**config.mk**
```make
export PLATFORM = sky130hd
export DESIGN_NAME = depth_column_obstacle_speed_limiter_flat
export DESIGN_NICKNAME = d
export VERILOG_FILES = /design/src/dcosl_pkg.sv /design/src/dcosl_if.sv /design/src/dcosl_front.sv /design/src/dcosl_fifo.sv /design/src/dcosl_back.sv /design/src/depth_column_obstacle_speed_limiter.sv /design/src/flat_wrapper.sv
export SDC_FILE = /design/constraint.sdc
export NUM_CORES = 1
export LEC_CHECK = 0
export BUFFER_PORTS_ARGS = -buffer_cell sky130_fd_sc_hd__buf_4
export CAP_MARGIN = 20
export CORE_ASPECT_RATIO = 0.5
export CORE_MARGIN = 2
export CORE_UTILIZATION = 30
export CTS_CLUSTER_DIAMETER = 120
export DETAILED_ROUTE_END_ITERATION = 10
export GPL_ROUTABILITY_DRIVEN = 0
export GPL_TIMING_DRIVEN = 0
export PLACE_DENSITY_LB_ADDON = 0.15
export SYNTH_ARGS = -nofsm -noshare
export SYNTH_HDL_FRONTEND = slang
export SYNTH_SLANG_ARGS = --single-unit
```
**constraint.sdc**
```tcl
create_clock -name clk -period 17.01 [get_ports clk]
set_input_delay 3.402 -clock clk [delete_from_list [all_inputs] [get_ports clk]]
set_output_delay 3.402 -clock clk [all_outputs]
set_load 0.005 [all_outputs]
```
**src/dcosl_pkg.sv**
```systemverilog
// ----------------------------------------------------------------------------
// dcosl_pkg
// Shared constants of the depth column obstacle speed limiter.
// ----------------------------------------------------------------------------
`default_nettype none

package dcosl_pkg;

  // Threshold registers and the column counters
  localparam int unsigned THR_W   = 10;
  localparam int unsigned COUNT_W = 11;

  // Configuration port
  localparam int unsigned CFG_IDX_W  = 2;
  localparam int unsigned CFG_DATA_W = 16;
  localparam int unsigned DIST_W     = 16;

  typedef enum logic [CFG_IDX_W-1:0] {
    CFG_LOCAL_THRESHOLD  = 2'd0,
    CFG_GLOBAL_THRESHOLD = 2'd1,
    CFG_MIN_DISTANCE     = 2'd2,
    CFG_MAX_DISTANCE     = 2'd3
  } cfg_idx_t;

  localparam logic [THR_W-1:0]  LOCAL_THRESHOLD_RST  = 10'd3;
  localparam logic [THR_W-1:0]  GLOBAL_THRESHOLD_RST = 10'd3;
  localparam logic [DIST_W-1:0] MIN_DISTANCE_RST     = 16'd300;
  localparam logic [DIST_W-1:0] MAX_DISTANCE_RST     = 16'd2000;

endpackage

`default_nettype wire

```
**src/dcosl_if.sv**
```systemverilog
// ----------------------------------------------------------------------------
// dcosl_in_if / dcosl_out_if
// Valid/ready channels for depth samples and per-frame speed results.
// ----------------------------------------------------------------------------
`default_nettype none

interface dcosl_in_if #(
  parameter int unsigned DEPTH_BITS = 16
);
  logic                  valid;
  logic                  ready;
  logic [DEPTH_BITS-1:0] depth_mm;
  logic                  column_end;
  logic                  frame_end;

  modport source (output valid, output depth_mm, output column_end, output frame_end,
                  input ready);
  modport sink   (input valid, input depth_mm, input column_end, input frame_end,
                  output ready);
endinterface

interface dcosl_out_if #(
  parameter int unsigned DEPTH_BITS = 16,
  parameter int unsigned SPEED_BITS = 16
);
  logic                  valid;
  logic                  ready;
  logic [SPEED_BITS-1:0] speed_fraction;
  logic                  obstacle_found;
  logic [DEPTH_BITS-1:0] obstacle_distance;

  modport source (output valid, output speed_fraction, output obstacle_found,
                  output obstacle_distance, input ready);
  modport sink   (input valid, input speed_fraction, input obstacle_found,
                  input obstacle_distance, output ready);
endinterface

`default_nettype wire

```
**src/dcosl_front.sv**
```systemverilog
// ----------------------------------------------------------------------------
// dcosl_front
// Column scan: falling-run detection, hit column counting, obstacle declaration.
// ----------------------------------------------------------------------------
`default_nettype none

module dcosl_front
  import dcosl_pkg::*;
#(
  parameter int unsigned DEPTH_BITS = 16
) (
  input  wire logic                  clk,
  input  wire logic                  rst_n,
  dcosl_in_if.sink                   in_ch,
  input  wire logic [THR_W-1:0]      local_threshold,
  input  wire logic [THR_W-1:0]      global_threshold,
  input  wire logic                  q_full,
  output      logic                  q_push,
  output      logic [DEPTH_BITS:0]   q_data
);

  logic [DEPTH_BITS-1:0] prev_r, prev_nxt;
  logic [DEPTH_BITS-1:0] last_r, last_nxt;
  logic [DEPTH_BITS-1:0] found_r, found_nxt;
  logic [COUNT_W-1:0]    run_r, run_nxt;
  logic [COUNT_W-1:0]    hit_r, hit_nxt;
  logic                  flag_r, flag_nxt;
  logic                  skip_col_r, skip_col_nxt;
  logic                  skip_frm_r, skip_frm_nxt;

  logic accept, fe, ce, done;

  assign in_ch.ready = !q_full;
  assign accept      = in_ch.valid && !q_full;
  assign fe          = in_ch.frame_end;
  assign ce          = in_ch.column_end || in_ch.frame_end;

  always_comb begin
    prev_nxt     = prev_r;
    last_nxt     = last_r;
    found_nxt    = found_r;
    run_nxt      = run_r;
    hit_nxt      = hit_r;
    flag_nxt     = flag_r;
    skip_col_nxt = skip_col_r;
    skip_frm_nxt = skip_frm_r;
    done         = 1'b0;
    q_push       = 1'b0;
    q_data       = '0;

    if (accept) begin
      if (!skip_frm_r) begin
        if (skip_col_r) begin
          if (ce) begin
            skip_col_nxt = 1'b0;
          end
        end else begin
          last_nxt = in_ch.depth_mm;
          if (in_ch.depth_mm == '0) begin
            // noise ends the column
            done = 1'b1;
          end else begin
            if (in_ch.depth_mm < prev_r) begin
              if (run_r != '1) begin
                run_nxt = run_r + COUNT_W'(1);
              end
            end else begin
              run_nxt = '0;
            end
            if (run_nxt > {1'b0, local_threshold}) begin
              run_nxt  = '0;
              if (hit_r != '1) begin
                hit_nxt = hit_r + COUNT_W'(1);
              end
              flag_nxt = 1'b1;
              done     = 1'b1;
            end else begin
              prev_nxt = in_ch.depth_mm;
            end
          end
          if (done || ce) begin
            if (!flag_nxt) begin
              hit_nxt = '0;
            end
            flag_nxt = 1'b0;
            if (hit_nxt >= {1'b0, global_threshold}) begin
              found_nxt    = in_ch.depth_mm;
              skip_frm_nxt = 1'b1;
            end else begin
              found_nxt = '0;
            end
            if (!ce && !skip_frm_nxt) begin
              skip_col_nxt = 1'b1;
            end
          end
        end
      end

      if (fe) begin
        // hand the frame summary to the back end, then clear the frame
        q_push       = 1'b1;
        q_data       = {skip_frm_nxt, found_nxt};
        prev_nxt     = '0;
        run_nxt      = '0;
        hit_nxt      = '0;
        flag_nxt     = 1'b0;
        skip_col_nxt = 1'b0;
        skip_frm_nxt = 1'b0;
        found_nxt    = '0;
      end
    end
  end

  always_ff @(posedge clk) begin
    if (!rst_n) begin
      prev_r     <= '0;
      last_r     <= '0;
      found_r    <= '0;
      run_r      <= '0;
      hit_r      <= '0;
      flag_r     <= 1'b0;
      skip_col_r <= 1'b0;
      skip_frm_r <= 1'b0;
    end else begin
      prev_r     <= prev_nxt;
      last_r     <= last_nxt;
      found_r    <= found_nxt;
      run_r      <= run_nxt;
      hit_r      <= hit_nxt;
      flag_r     <= flag_nxt;
      skip_col_r <= skip_col_nxt;
      skip_frm_r <= skip_frm_nxt;
    end
  end

endmodule

`default_nettype wire

```
**src/dcosl_fifo.sv**
```systemverilog
// ----------------------------------------------------------------------------
// dcosl_fifo
// Two-entry queue of frame summaries between the scan and the speed scaler.
// ----------------------------------------------------------------------------
`default_nettype none

module dcosl_fifo #(
  parameter int unsigned WIDTH = 17
) (
  input  wire logic             clk,
  input  wire logic             rst_n,
  input  wire logic             push,
  input  wire logic [WIDTH-1:0] push_data,
  input  wire logic             pop,
  output      logic             full,
  output      logic             not_empty,
  output      logic [WIDTH-1:0] pop_data
);

  logic [WIDTH-1:0] mem_r [2];
  logic             wr_ptr_r, wr_ptr_nxt;
  logic             rd_ptr_r, rd_ptr_nxt;
  logic [1:0]       cnt_r, cnt_nxt;

  assign full      = (cnt_r == 2'd2);
  assign not_empty = (cnt_r != 2'd0);
  assign pop_data  = mem_r[rd_ptr_r];

  always_comb begin
    wr_ptr_nxt = push ? !wr_ptr_r : wr_ptr_r;
    rd_ptr_nxt = pop  ? !rd_ptr_r : rd_ptr_r;
    cnt_nxt    = cnt_r + 2'(push) - 2'(pop);
  end

  always_ff @(posedge clk) begin
    if (push) begin
      mem_r[wr_ptr_r] <= push_data;
    end
  end

  always_ff @(posedge clk) begin
    if (!rst_n) begin
      wr_ptr_r <= 1'b0;
      rd_ptr_r <= 1'b0;
      cnt_r    <= 2'd0;
    end else begin
      wr_ptr_r <= wr_ptr_nxt;
      rd_ptr_r <= rd_ptr_nxt;
      cnt_r    <= cnt_nxt;
    end
  end

endmodule

`default_nettype wire

```
**src/dcosl_back.sv**
```systemverilog
// ----------------------------------------------------------------------------
// dcosl_back
// Speed scaler: maps the obstacle distance between min and max to a fraction,
// with a one-bit-per-cycle restoring divider.
// ----------------------------------------------------------------------------
`default_nettype none

module dcosl_back
  import dcosl_pkg::*;
#(
  parameter int unsigned DEPTH_BITS = 16,
  parameter int unsigned SPEED_BITS = 16
) (
  input  wire logic                  clk,
  input  wire logic                  rst_n,
  input  wire logic                  rec_valid,
  input  wire logic [DEPTH_BITS:0]   rec_data,
  output      logic                  rec_pop,
  input  wire logic [DEPTH_BITS-1:0] min_distance,
  input  wire logic [DEPTH_BITS-1:0] max_distance,
  dcosl_out_if.source                out_ch
);

  localparam int unsigned NW    = DEPTH_BITS + SPEED_BITS;
  localparam int unsigned CNT_W = $clog2(NW);
  localparam logic [SPEED_BITS-1:0] FULL = '1;

  typedef enum logic [2:0] {
    ST_IDLE = 3'b001,
    ST_DIV  = 3'b010,
    ST_OUT  = 3'b100
  } bk_state_t;

  bk_state_t             state_r, state_nxt;
  logic [NW-1:0]         num_r, num_nxt;
  logic [DEPTH_BITS-1:0] rem_r, rem_nxt;
  logic [DEPTH_BITS-1:0] div_r, div_nxt;
  logic [CNT_W-1:0]      cnt_r, cnt_nxt;
  logic [SPEED_BITS-1:0] speed_r, speed_nxt;
  logic                  found_r, found_nxt;
  logic [DEPTH_BITS-1:0] dist_r, dist_nxt;

  logic                  rec_found;
  logic [DEPTH_BITS-1:0] rec_dist;
  logic [DEPTH_BITS-1:0] diff;
  logic [NW-1:0]         diff_ext;
  logic [DEPTH_BITS:0]   rem_try;
  logic                  q_bit;
  logic [NW-1:0]         num_step;

  assign rec_found = rec_data[DEPTH_BITS];
  assign rec_dist  = rec_data[DEPTH_BITS-1:0];
  assign diff      = rec_dist - min_distance;
  assign diff_ext  = NW'(diff);

  // one restoring division step
  assign rem_try  = {rem_r, num_r[NW-1]};
  assign q_bit    = (rem_try >= {1'b0, div_r});
  assign num_step = {num_r[NW-2:0], q_bit};

  assign out_ch.valid             = (state_r == ST_OUT);
  assign out_ch.speed_fraction    = speed_r;
  assign out_ch.obstacle_found    = found_r;
  assign out_ch.obstacle_distance = dist_r;

  always_comb begin
    state_nxt = state_r;
    num_nxt   = num_r;
    rem_nxt   = rem_r;
    div_nxt   = div_r;
    cnt_nxt   = cnt_r;
    speed_nxt = speed_r;
    found_nxt = found_r;
    dist_nxt  = dist_r;
    rec_pop   = 1'b0;

    unique case (state_r)
      ST_IDLE: begin
        if (rec_valid) begin
          rec_pop   = 1'b1;
          found_nxt = rec_found;
          dist_nxt  = rec_found ? rec_dist : '0;
          priority if (!rec_found) begin
            speed_nxt = FULL;
            state_nxt = ST_OUT;
          end else if (rec_dist > max_distance) begin
            speed_nxt = FULL;
            state_nxt = ST_OUT;
          end else if (rec_dist <= min_distance) begin
            speed_nxt = '0;
            state_nxt = ST_OUT;
          end else begin
            // (d - min) * FULL as a shift and subtract
            num_nxt   = (diff_ext << SPEED_BITS) - diff_ext;
            rem_nxt   = '0;
            div_nxt   = max_distance - min_distance;
            cnt_nxt   = CNT_W'(NW - 1);
            state_nxt = ST_DIV;
          end
        end
      end
      ST_DIV: begin
        num_nxt = num_step;
        rem_nxt = q_bit ? DEPTH_BITS'(rem_try - {1'b0, div_r}) : rem_try[DEPTH_BITS-1:0];
        if (cnt_r == '0) begin
          speed_nxt = num_step[SPEED_BITS-1:0];
          state_nxt = ST_OUT;
        end else begin
          cnt_nxt = cnt_r - CNT_W'(1);
        end
      end
      ST_OUT: begin
        if (out_ch.ready) begin
          state_nxt = ST_IDLE;
        end
      end
      default: begin
        state_nxt = ST_IDLE;
      end
    endcase
  end

  always_ff @(posedge clk) begin
    num_r   <= num_nxt;
    rem_r   <= rem_nxt;
    div_r   <= div_nxt;
    cnt_r   <= cnt_nxt;
    speed_r <= speed_nxt;
    found_r <= found_nxt;
    dist_r  <= dist_nxt;
  end

  always_ff @(posedge clk) begin
    if (!rst_n) begin
      state_r <= ST_IDLE;
    end else begin
      state_r <= state_nxt;
    end
  end

endmodule

`default_nettype wire

```
**src/depth_column_obstacle_speed_limiter.sv**
```systemverilog
// ----------------------------------------------------------------------------
// depth_column_obstacle_speed_limiter
// Column-wise depth scan that declares obstacles and limits speed per frame.
// ----------------------------------------------------------------------------
// Usage:
//   in_ch   carries depth samples, column by column, bottom row upward, with
//           column_end and frame_end marks. One transaction per cycle is
//           taken while the summary queue has room.
//   out_ch  gives one transaction per frame, after the frame_end sample:
//           speed fraction, obstacle flag and obstacle distance.
//   cfg_*   writes thresholds and distances; write only while idle.
// Path: a frame summary is written to the summary queue when its frame_end
//   sample is accepted; the back end then moves it to out_ch directly when
//   no scaling is needed, or through the serial divider when the distance
//   lies between min and max; the serial divider gives one quotient bit per
//   cycle.
// Stall: a stalled receiver holds the result; the two-entry summary queue
//   absorbs further frames, then in_ch.ready drops.
// Reset: synchronous, active low; clears the scan state and reloads the
//   register defaults (3, 3, 300 mm, 2000 mm).
// ----------------------------------------------------------------------------
`default_nettype none

module depth_column_obstacle_speed_limiter
  import dcosl_pkg::*;
#(
  parameter int unsigned DEPTH_BITS = 16,
  parameter int unsigned SPEED_BITS = 16
) (
  input  wire logic                  clk,
  input  wire logic                  rst_n,
  dcosl_in_if.sink                   in_ch,
  dcosl_out_if.source                out_ch,
  input  wire logic                  cfg_we,
  input  wire logic [CFG_IDX_W-1:0]  cfg_idx,
  input  wire logic [CFG_DATA_W-1:0] cfg_data
);

  localparam int unsigned CFG_DW = (DEPTH_BITS < DIST_W) ? DEPTH_BITS : DIST_W;

  logic [THR_W-1:0]  local_thr_r;
  logic [THR_W-1:0]  global_thr_r;
  logic [CFG_DW-1:0] min_dist_r;
  logic [CFG_DW-1:0] max_dist_r;

  logic                  q_full, q_push, q_pop, q_not_empty;
  logic [DEPTH_BITS:0]   q_wdata, q_rdata;

  always_ff @(posedge clk) begin
    if (!rst_n) begin
      local_thr_r  <= LOCAL_THRESHOLD_RST;
      global_thr_r <= GLOBAL_THRESHOLD_RST;
      min_dist_r   <= CFG_DW'(MIN_DISTANCE_RST);
      max_dist_r   <= CFG_DW'(MAX_DISTANCE_RST);
    end else if (cfg_we) begin
      unique case (cfg_idx_t'(cfg_idx))
        CFG_LOCAL_THRESHOLD:  local_thr_r  <= cfg_data[THR_W-1:0];
        CFG_GLOBAL_THRESHOLD: global_thr_r <= cfg_data[THR_W-1:0];
        CFG_MIN_DISTANCE:     min_dist_r   <= cfg_data[CFG_DW-1:0];
        CFG_MAX_DISTANCE:     max_dist_r   <= cfg_data[CFG_DW-1:0];
        default: ;
      endcase
    end
  end

  dcosl_front #(
    .DEPTH_BITS (DEPTH_BITS)
  ) u_front (
    .clk              (clk),
    .rst_n            (rst_n),
    .in_ch            (in_ch),
    .local_threshold  (local_thr_r),
    .global_threshold (global_thr_r),
    .q_full           (q_full),
    .q_push           (q_push),
    .q_data           (q_wdata)
  );

  dcosl_fifo #(
    .WIDTH (DEPTH_BITS + 1)
  ) u_fifo (
    .clk       (clk),
    .rst_n     (rst_n),
    .push      (q_push),
    .push_data (q_wdata),
    .pop       (q_pop),
    .full      (q_full),
    .not_empty (q_not_empty),
    .pop_data  (q_rdata)
  );

  dcosl_back #(
    .DEPTH_BITS (DEPTH_BITS),
    .SPEED_BITS (SPEED_BITS)
  ) u_back (
    .clk          (clk),
    .rst_n        (rst_n),
    .rec_valid    (q_not_empty),
    .rec_data     (q_rdata),
    .rec_pop      (q_pop),
    .min_distance (DEPTH_BITS'(min_dist_r)),
    .max_distance (DEPTH_BITS'(max_dist_r)),
    .out_ch       (out_ch)
  );

endmodule

`default_nettype wire

```
**src/flat_wrapper.sv**
```systemverilog
// flat-port wrapper written by rule: the top's interface ports become plain ports
module depth_column_obstacle_speed_limiter_flat import dcosl_pkg::*;
#(
  parameter int unsigned DEPTH_BITS = 16,
  parameter int unsigned SPEED_BITS = 16
)
  (clk, rst_n, cfg_we, cfg_idx, cfg_data, in_ch_valid, in_ch_depth_mm, in_ch_column_end, in_ch_frame_end, in_ch_ready, out_ch_valid, out_ch_speed_fraction, out_ch_obstacle_found, out_ch_obstacle_distance, out_ch_ready);
  dcosl_in_if #(.DEPTH_BITS(DEPTH_BITS)) in_ch_i ();
  dcosl_out_if #(.DEPTH_BITS(DEPTH_BITS), .SPEED_BITS(SPEED_BITS)) out_ch_i ();
  input  wire logic clk;
  input  wire logic rst_n;
  input  wire logic cfg_we;
  input  wire logic [CFG_IDX_W-1:0] cfg_idx;
  input  wire logic [CFG_DATA_W-1:0] cfg_data;
  input wire logic [$bits(in_ch_i.valid)-1:0] in_ch_valid;
  input wire logic [$bits(in_ch_i.depth_mm)-1:0] in_ch_depth_mm;
  input wire logic [$bits(in_ch_i.column_end)-1:0] in_ch_column_end;
  input wire logic [$bits(in_ch_i.frame_end)-1:0] in_ch_frame_end;
  output wire logic [$bits(in_ch_i.ready)-1:0] in_ch_ready;
  output wire logic [$bits(out_ch_i.valid)-1:0] out_ch_valid;
  output wire logic [$bits(out_ch_i.speed_fraction)-1:0] out_ch_speed_fraction;
  output wire logic [$bits(out_ch_i.obstacle_found)-1:0] out_ch_obstacle_found;
  output wire logic [$bits(out_ch_i.obstacle_distance)-1:0] out_ch_obstacle_distance;
  input wire logic [$bits(out_ch_i.ready)-1:0] out_ch_ready;
  assign in_ch_i.valid = in_ch_valid;
  assign in_ch_i.depth_mm = in_ch_depth_mm;
  assign in_ch_i.column_end = in_ch_column_end;
  assign in_ch_i.frame_end = in_ch_frame_end;
  assign in_ch_ready = in_ch_i.ready;
  assign out_ch_valid = out_ch_i.valid;
  assign out_ch_speed_fraction = out_ch_i.speed_fraction;
  assign out_ch_obstacle_found = out_ch_i.obstacle_found;
  assign out_ch_obstacle_distance = out_ch_i.obstacle_distance;
  assign out_ch_i.ready = out_ch_ready;
  depth_column_obstacle_speed_limiter #(.DEPTH_BITS(DEPTH_BITS), .SPEED_BITS(SPEED_BITS)) u_core (.clk(clk), .rst_n(rst_n), .in_ch(in_ch_i), .out_ch(out_ch_i), .cfg_we(cfg_we), .cfg_idx(cfg_idx), .cfg_data(cfg_data));
endmodule
```
Word-level counts from Yosys, hierarchy flattened

Memory sizes are Yosys's and may differ from the RTL's. A register that Yosys moved wholly into a read port is not among the register bits.
Cells that the tools add are included.
W data, S select, Z words.

Memories kept: 1
Register bits: 218
Memory bits (read-only): 0
Output and inout port bits: 35
Bits of input ports: 41
Bits in latches: 0
Logic and storage cells: 191
Memory bits (writable): 34

Divide/modulo/power cells: 0
Add/subtract/negate cells: 9
Multiply operators: 0
Mux-type cells: 102
Eq/ne operators: 21
$lt $le $gt $ge: 6
Reduce and logical (&&, ||, !) cells: 28
Shift operators: 0
Bitwise gates (word level): 2

Memories:

| memory              | words | bits a word | read ports | clocked after Yosys merged registers in | write ports | line             | text |
|---|---|---|---|---|---|---|---|
| u_core.u_fifo.mem_r | 2     | 17          | 1          | 1                                       | 1           | dcosl_fifo.sv:20 | `logic [WIDTH-1:0] mem_r [2];` |

Operators by type and width:

| kind                    | number |
|---|---|
| $mux W16                | 20 |
| $mux W11                | 23 |
| $mux W32                | 4 |
| $pmux W16 S2            | 2 |
| $pmux W32 S2            | 1 |
| $sub A16 B16 Y16        | 3 |
| $mux W1                 | 37 |
| $mux W17                | 2 |
| $sub A32 B16 Y32        | 1 |
| $mux W5                 | 5 |
| $add A11 B1 Y11 const B | 2 |
| $ne A11 B11 Y1 const B  | 2 |
| $mux W3                 | 6 |
| $ne A2 B2 Y1 const B    | 9 |
| $ge A17 B16 Y1          | 1 |
| $gt A16 B16 Y1          | 1 |
| $le A16 B16 Y1          | 1 |
| $logic_not A16 Y1       | 1 |
| $lt A16 B16 Y1          | 1 |
| $reduce_and A5 Y1       | 3 |
| $reduce_and A2 Y1       | 6 |
| $ge A11 B10 Y1          | 1 |
| $gt A11 B10 Y1          | 1 |
| $pmux W5 S2             | 1 |
| other kinds (21)        | 34 |

Longest topological paths before layout

Word-level depth: 31
Mapped depth: 34
Depth with buffers taken out: 31

Hierarchy

From an unflattened synthesis, not the netlist that was laid out.

Cells, all modules: 1561
Area total of the unflattened synthesis: 15023.2 um^2

By module, submodules not included:

| module                              | seq. area each (um^2) | area an instance (um^2) | instances | cells each |
|---|---|---|---|---|
| dcosl_back                          | 3123.0                | 7435.9                  | 1         | 778 |
| dcosl_front                         | 1141.1                | 4061.4                  | 1         | 504 |
| depth_column_obstacle_speed_limiter | 1041.0                | 2016.9                  | 1         | 205 |
| dcosl_fifo                          | 1121.1                | 1508.9                  | 1         | 74 |

Least setup slack after synthesis

Ideal clock, no wire load.

Kind: in2reg
From: input in_ch_depth_mm[5]
To: memory u_core.u_fifo.mem_r[0][10] (data pin)
Path buffers: 3
Library setup time: 0.260 ns
Arrival time: 8.919 ns
Data required time: 16.750 ns
Setup slack: 7.831 ns
Stages on the path: 31
Cells stage by stage: ha_1 > a21o_1 > a21o_1 > a21oi_1 > o21ai_0 > a21oi_1 > o21ai_0 > a21o_1 > clkbuf_1 > nor2_1 > ha_1 > a21o_1 > a21o_1 > a211oi_1 > o21ai_0 > a21oi_1 > a21oi_1 > clkbuf_1 > nor2_1 > nor2_1 > ha_1 > a21o_1 > a21o_1 > a211oi_1 > o21ai_0 > a211oi_1 > o21ai_0 > o22ai_1 > nor4_1 > clkbuf_1 > a22o_1

Cells in the longest elaborated chain, start to end: 24
Elaborated cells between the ends (all ways): 33
Classes of those cells: order compare: 3; mux: 28; reduce/logical: 2

RTL lines:

| element                | line                                      | text |
|---|---|---|
| from (decl)            | flat_wrapper.sv:16                        | `input wire logic [$bits(in_ch_i.depth_mm)-1:0] in_ch_depth_mm;` |
| $lt A16 B16 Y1         | dcosl_front.sv:63                         | `if (in_ch.depth_mm < prev_r) begin` |
| $mux W11               | dcosl_front.sv:63                         |  |
| $mux W11               | dcosl_front.sv:59                         | `if (in_ch.depth_mm == '0) begin` |
| $mux W11               | dcosl_front.sv:53                         | `if (skip_col_r) begin` |
| $mux W11               | dcosl_front.sv:52                         | `if (!skip_frm_r) begin` |
| $mux W11               | dcosl_front.sv:51                         | `if (accept) begin` |
| $gt A11 B10 Y1         | dcosl_front.sv:70                         | `if (run_nxt > {1'b0, local_threshold}) begin` |
| $mux W1                | dcosl_front.sv:70                         |  |
| [9 not listed]         | n/a                                       |  |
| $ge A11 B10 Y1         | dcosl_front.sv:86                         | `if (hit_nxt >= {1'b0, global_threshold}) begin` |
| $mux W16               | dcosl_front.sv:86                         |  |
| $mux W16 (*)           | dcosl_front.sv:81                         | `if (done \|\| ce) begin` |
| $mux W16 (*)           | dcosl_front.sv:53                         |  |
| $mux W16 (*)           | dcosl_front.sv:52                         |  |
| $mux W17 (*)           | dcosl_front.sv:99                         | `if (fe) begin` |
| $mux W17 (*)           | dcosl_front.sv:51                         |  |
| via u_core.q_wdata[10] | depth_column_obstacle_speed_limiter.sv:47 | `logic [DEPTH_BITS:0] q_wdata, q_rdata;` |
| to (decl)              | dcosl_fifo.sv:20                          |  |

Mark *: on every way through the listed nets, which the timed path passes. The rest lies on a longest branch. The select of a mux whose other input is x is not followed.

Worst setup path in the final report

From: input in_ch_depth_mm[5]
To: memory u_core.u_fifo.mem_r[1][13] (data pin)

Same word-level chain as after synthesis.

==> impl_metrics.json <==
{
  "crit_path_start_kind": "primary input",
  "synth_top_cell_area_share": 0.286,
  "viasPerCell": 4.78,
  "cts_tree": "built",
  "grt_setup_unrepaired": "false",
  "swShare": 0.318,
  "wl_met2_mm": 16.9,
  "ys_ff_latch": 253,
  "post-route-period-util": 0.598,
  "die_h_um": 158,
  "p_comb_frac": 0.292,
  "crit_fanout": 10,
  "largest_register_ffs": 34,
  "max_slew_margin": 0.324,
  "cp_num_buf_inv": 5,
  "fin_crit_ps": 10180,
  "cts_sinks": 253,
  "cts_resized": 0,
  "drive_gt1_frac": 0.107,
  "grt_antenna_before_repair": 0,
  "synth_flop_cell": "edfxtp_1",
  "route.met3.wl_mm": 1.10,
  "pwr-share-seq": 0.401,
  "finClkSkew_ps": 9.54,
  "htree_levels": 1,
  "cts_buffers": 27,
  "end_kind": "flop",
  "pre_cts_ws_ps": 6090,
  "hold_buffers": 0,
  "finalSetupViolations": 0,
  "grt_pass1_wl_mm": 59.8,
  "netlist_top_cells_area": "edfxtp_1 (29%), dfxtp_1 (16%), ha_1 (9.2%), nand2_1 (4.1%), a21oi_1 (4.1%)",
  "yosys.cell_types.count": 75,
  "placementRows": 56,
  "async_flop_share": 0,
  "synth_cells": 1497,
  "io_buffers": 74,
  "highest_layer": "met4",
  "hold_viol": 0,
  "clk_pin_slew_ps": 60,
  "power_mw": 1.94,
  "finalNetCount": 1761,
  "clock_latency_ps": 560,
  "run_status": "complete, no violations",
  "final_util": 0.355,
  "drtIter0Drc": 563,
  "max_freq_mhz": 98.3,
  "hp-class": "reg -> reg",
  "cpPeakStageDelay_ps": 500,
  "cpMostUsedCell": "a21o_1",
  "synth_seq_area_share": 0.450,
  "io_pins": 76,
  "p_int_mw": 1.32,
  "arrival_ps": 10460,
  "cts_root_buffer": "clkbuf_16",
  "postRouteAntennaNets": 0,
  "dp_cells": 2220,
  "overflow": 0,
  "drt_wl_total_mm": 37.9,
  "crit_family": "compound AO/OA/AOI/OAI gates",
  "drv_cap": 0,
  "cts_setup_buffers": 0,
  "wl_per_cell_um": 16.7,
  "setup_ws_ps": 6830,
  "power.density_nw_per_um2": 117,
  "synth_nets": 1646,
  "slew_violations": 0,
  "tns_ps": 0,
  "regMostFlops": "u_core.u_fifo.mem_r",
  "grtUsageTotal": 0.153,
  "design.die.area_sq_um": 49500,
  "netlist.top_cell.by_area": "edfxtp_1",
  "synthToLayoutAreaGrowth_pct": 16.4,
  "die_w_um": 312,
  "clkPwrFrac": 0.307,
  "power.leakage_nw": 6.31,
  "core-area_sq_um": 46900,
  "power.switching_uw": 616,
  "initial_core_util": 0.305,
  "crit_required_ps": 17290,
  "netlist_area_sq_um": 14300,
  "dp_hpwl_mm": 28.9,
  "synth_edf_count": 136,
  "drc_errors": 0,
  "grt_pass1_vias": 10500,
  "grt_max_degree": 21,
  "critPathSlowestCell": "nor2_1",
  "diodes": 0,
  "layout.cells.non_filler": 2270,
  "max_slew.worst_pin.slew_ps": 989,
  "wl_met1_mm": 19.3,
  "syn_avg_cell_area_sq_um": 9.54,
  "critPathKind": "in -> reg",
  "top_regs": "u_core.u_fifo.mem_r (34), u_core.u_back.num_r (32)",
  "cts_buffer_depth": 3,
  "first_pass_iters": 5,
  "yosysWarnings": 0,
  "vias": 10800,
  "ir_worst_vdd_v": 0.0000717
}
kinds of logic after synthesis:
kind of cell / synth area share
AND/OR/NAND/NOR: 0.163
AO/OA/AOI/OAI: 0.173
flip-flops: 0.450
buffers and inverters: 0.0465
adder cells (fa/ha/maj): 0.0962
XOR/XNOR: 0.0448
multiplexers: 0.0260
cell type report:
class                   count  area [sq um]
well taps                 638           798
repair buffers             86           651
flip-flops and latches    253          6430
inverters                 111           417
fillers                  4848         30300
multi-input cells        1075          7210
clock inverters            19           174
clock buffers              30           697
plain buffers              58           246
worst paths after layout:
| path | start | endpoint | slack (ps) | cells past startpoint |
|---|---|---|---|---|
| worst max-delay path | in_ch_depth_mm[5] | u_core.u_fifo.mem_r[1][13] | 6830 | 33 |
| worst min-delay path | u_core.min_dist_r[12] | u_core.min_dist_r[12] | 460 | 2 |
| worst max register to register | u_core.u_front.prev_r[5] | u_core.u_fifo.mem_r[1][13] | 9470 | 33 |
| worst min register to register | u_core.min_dist_r[12] | u_core.min_dist_r[12] | 460 | 2 |
power by group through the flow:
stage / registers [mW] / clock network, mW / logic, mW
final: 0.778 / 0.596 / 0.566
after global routing: 0.786 / 0.640 / 0.634
after CTS: 0.780 / 0.617 / 0.573
after detailed placement: 0.793 / 0 / 0.570
after global placement: 0.798 / 0 / 0.557
after floorplan: 0.788 / 0 / 0.372
through the flow:
step	hold slack, ps	cell area, sq um
6_report	456	16600
5_1_grt	471	16600
3_3_place_gp	446	15600
4_1_cts	457	16600
2_1_floorplan	436	14300
3_5_place_dp	449	15700
cells in the mapped netlist, drive strengths merged (11+ instances only):
master / count
a211oi: 11
a21o: 42
a21oi: 117
a22o: 49
and2: 28
and3: 14
buf: 12
clkbuf: 46
dfxtp: 117
edfxtp: 136
ha: 105
inv: 110
mux2: 17
mux2i: 18
nand2: 157
nand2b: 16
nand3: 24
nand4: 16
nor2: 130
nor2b: 13
nor3: 30
nor4: 11
o211ai: 17
o21a: 15
o21ai: 59
or3: 14
xnor2: 50
xor2: 23
layer usage:
layer | track usage | vias to the layer above
met2 | 0.251 | 154
met4 | 0.0314 | 0
met3 | 0.0204 | 39
met5 | 0 | -
met1 | 0.215 | 5069
li1 | - | 5587
tightest hold or removal path, cell delays in order, from the launching register on:
cell     delay, ps
dfxtp_1        310
nand2_1         50
a21oi_1         50
layout by cell type (no fill, tap or decap), types with 11 or more instances in the layout:
cell / netlist / routed
inv_1: 110 / 110
and2_1: 27 / 27
and3_1: 13 / 13
o21a_1: 15 / 15
nand2_1: 155 / 155
nor3_1: 30 / 30
o21ai_0: 55 / 55
or3_1: 14 / 14
a211oi_1: 11 / 11
nand2b_1: 16 / 16
nand4_1: 16 / 16
mux2_2: 17 / 17
clkbuf_1: 46 / 48
buf_4: 1 / 85
edfxtp_1: 136 / 136
nor2_1: 130 / 129
xnor2_1: 50 / 50
nor2b_1: 13 / 13
a21o_1: 42 / 42
mux2i_1: 18 / 18
dfxtp_1: 117 / 117
ha_1: 105 / 105
a22o_1: 49 / 49
o211ai_1: 16 / 16
xor2_1: 23 / 23
clkbuf_16: 0 / 27
nand3_1: 24 / 24
a21oi_1: 116 / 116
Note: power is estimated with default switching activity, not from simulation.
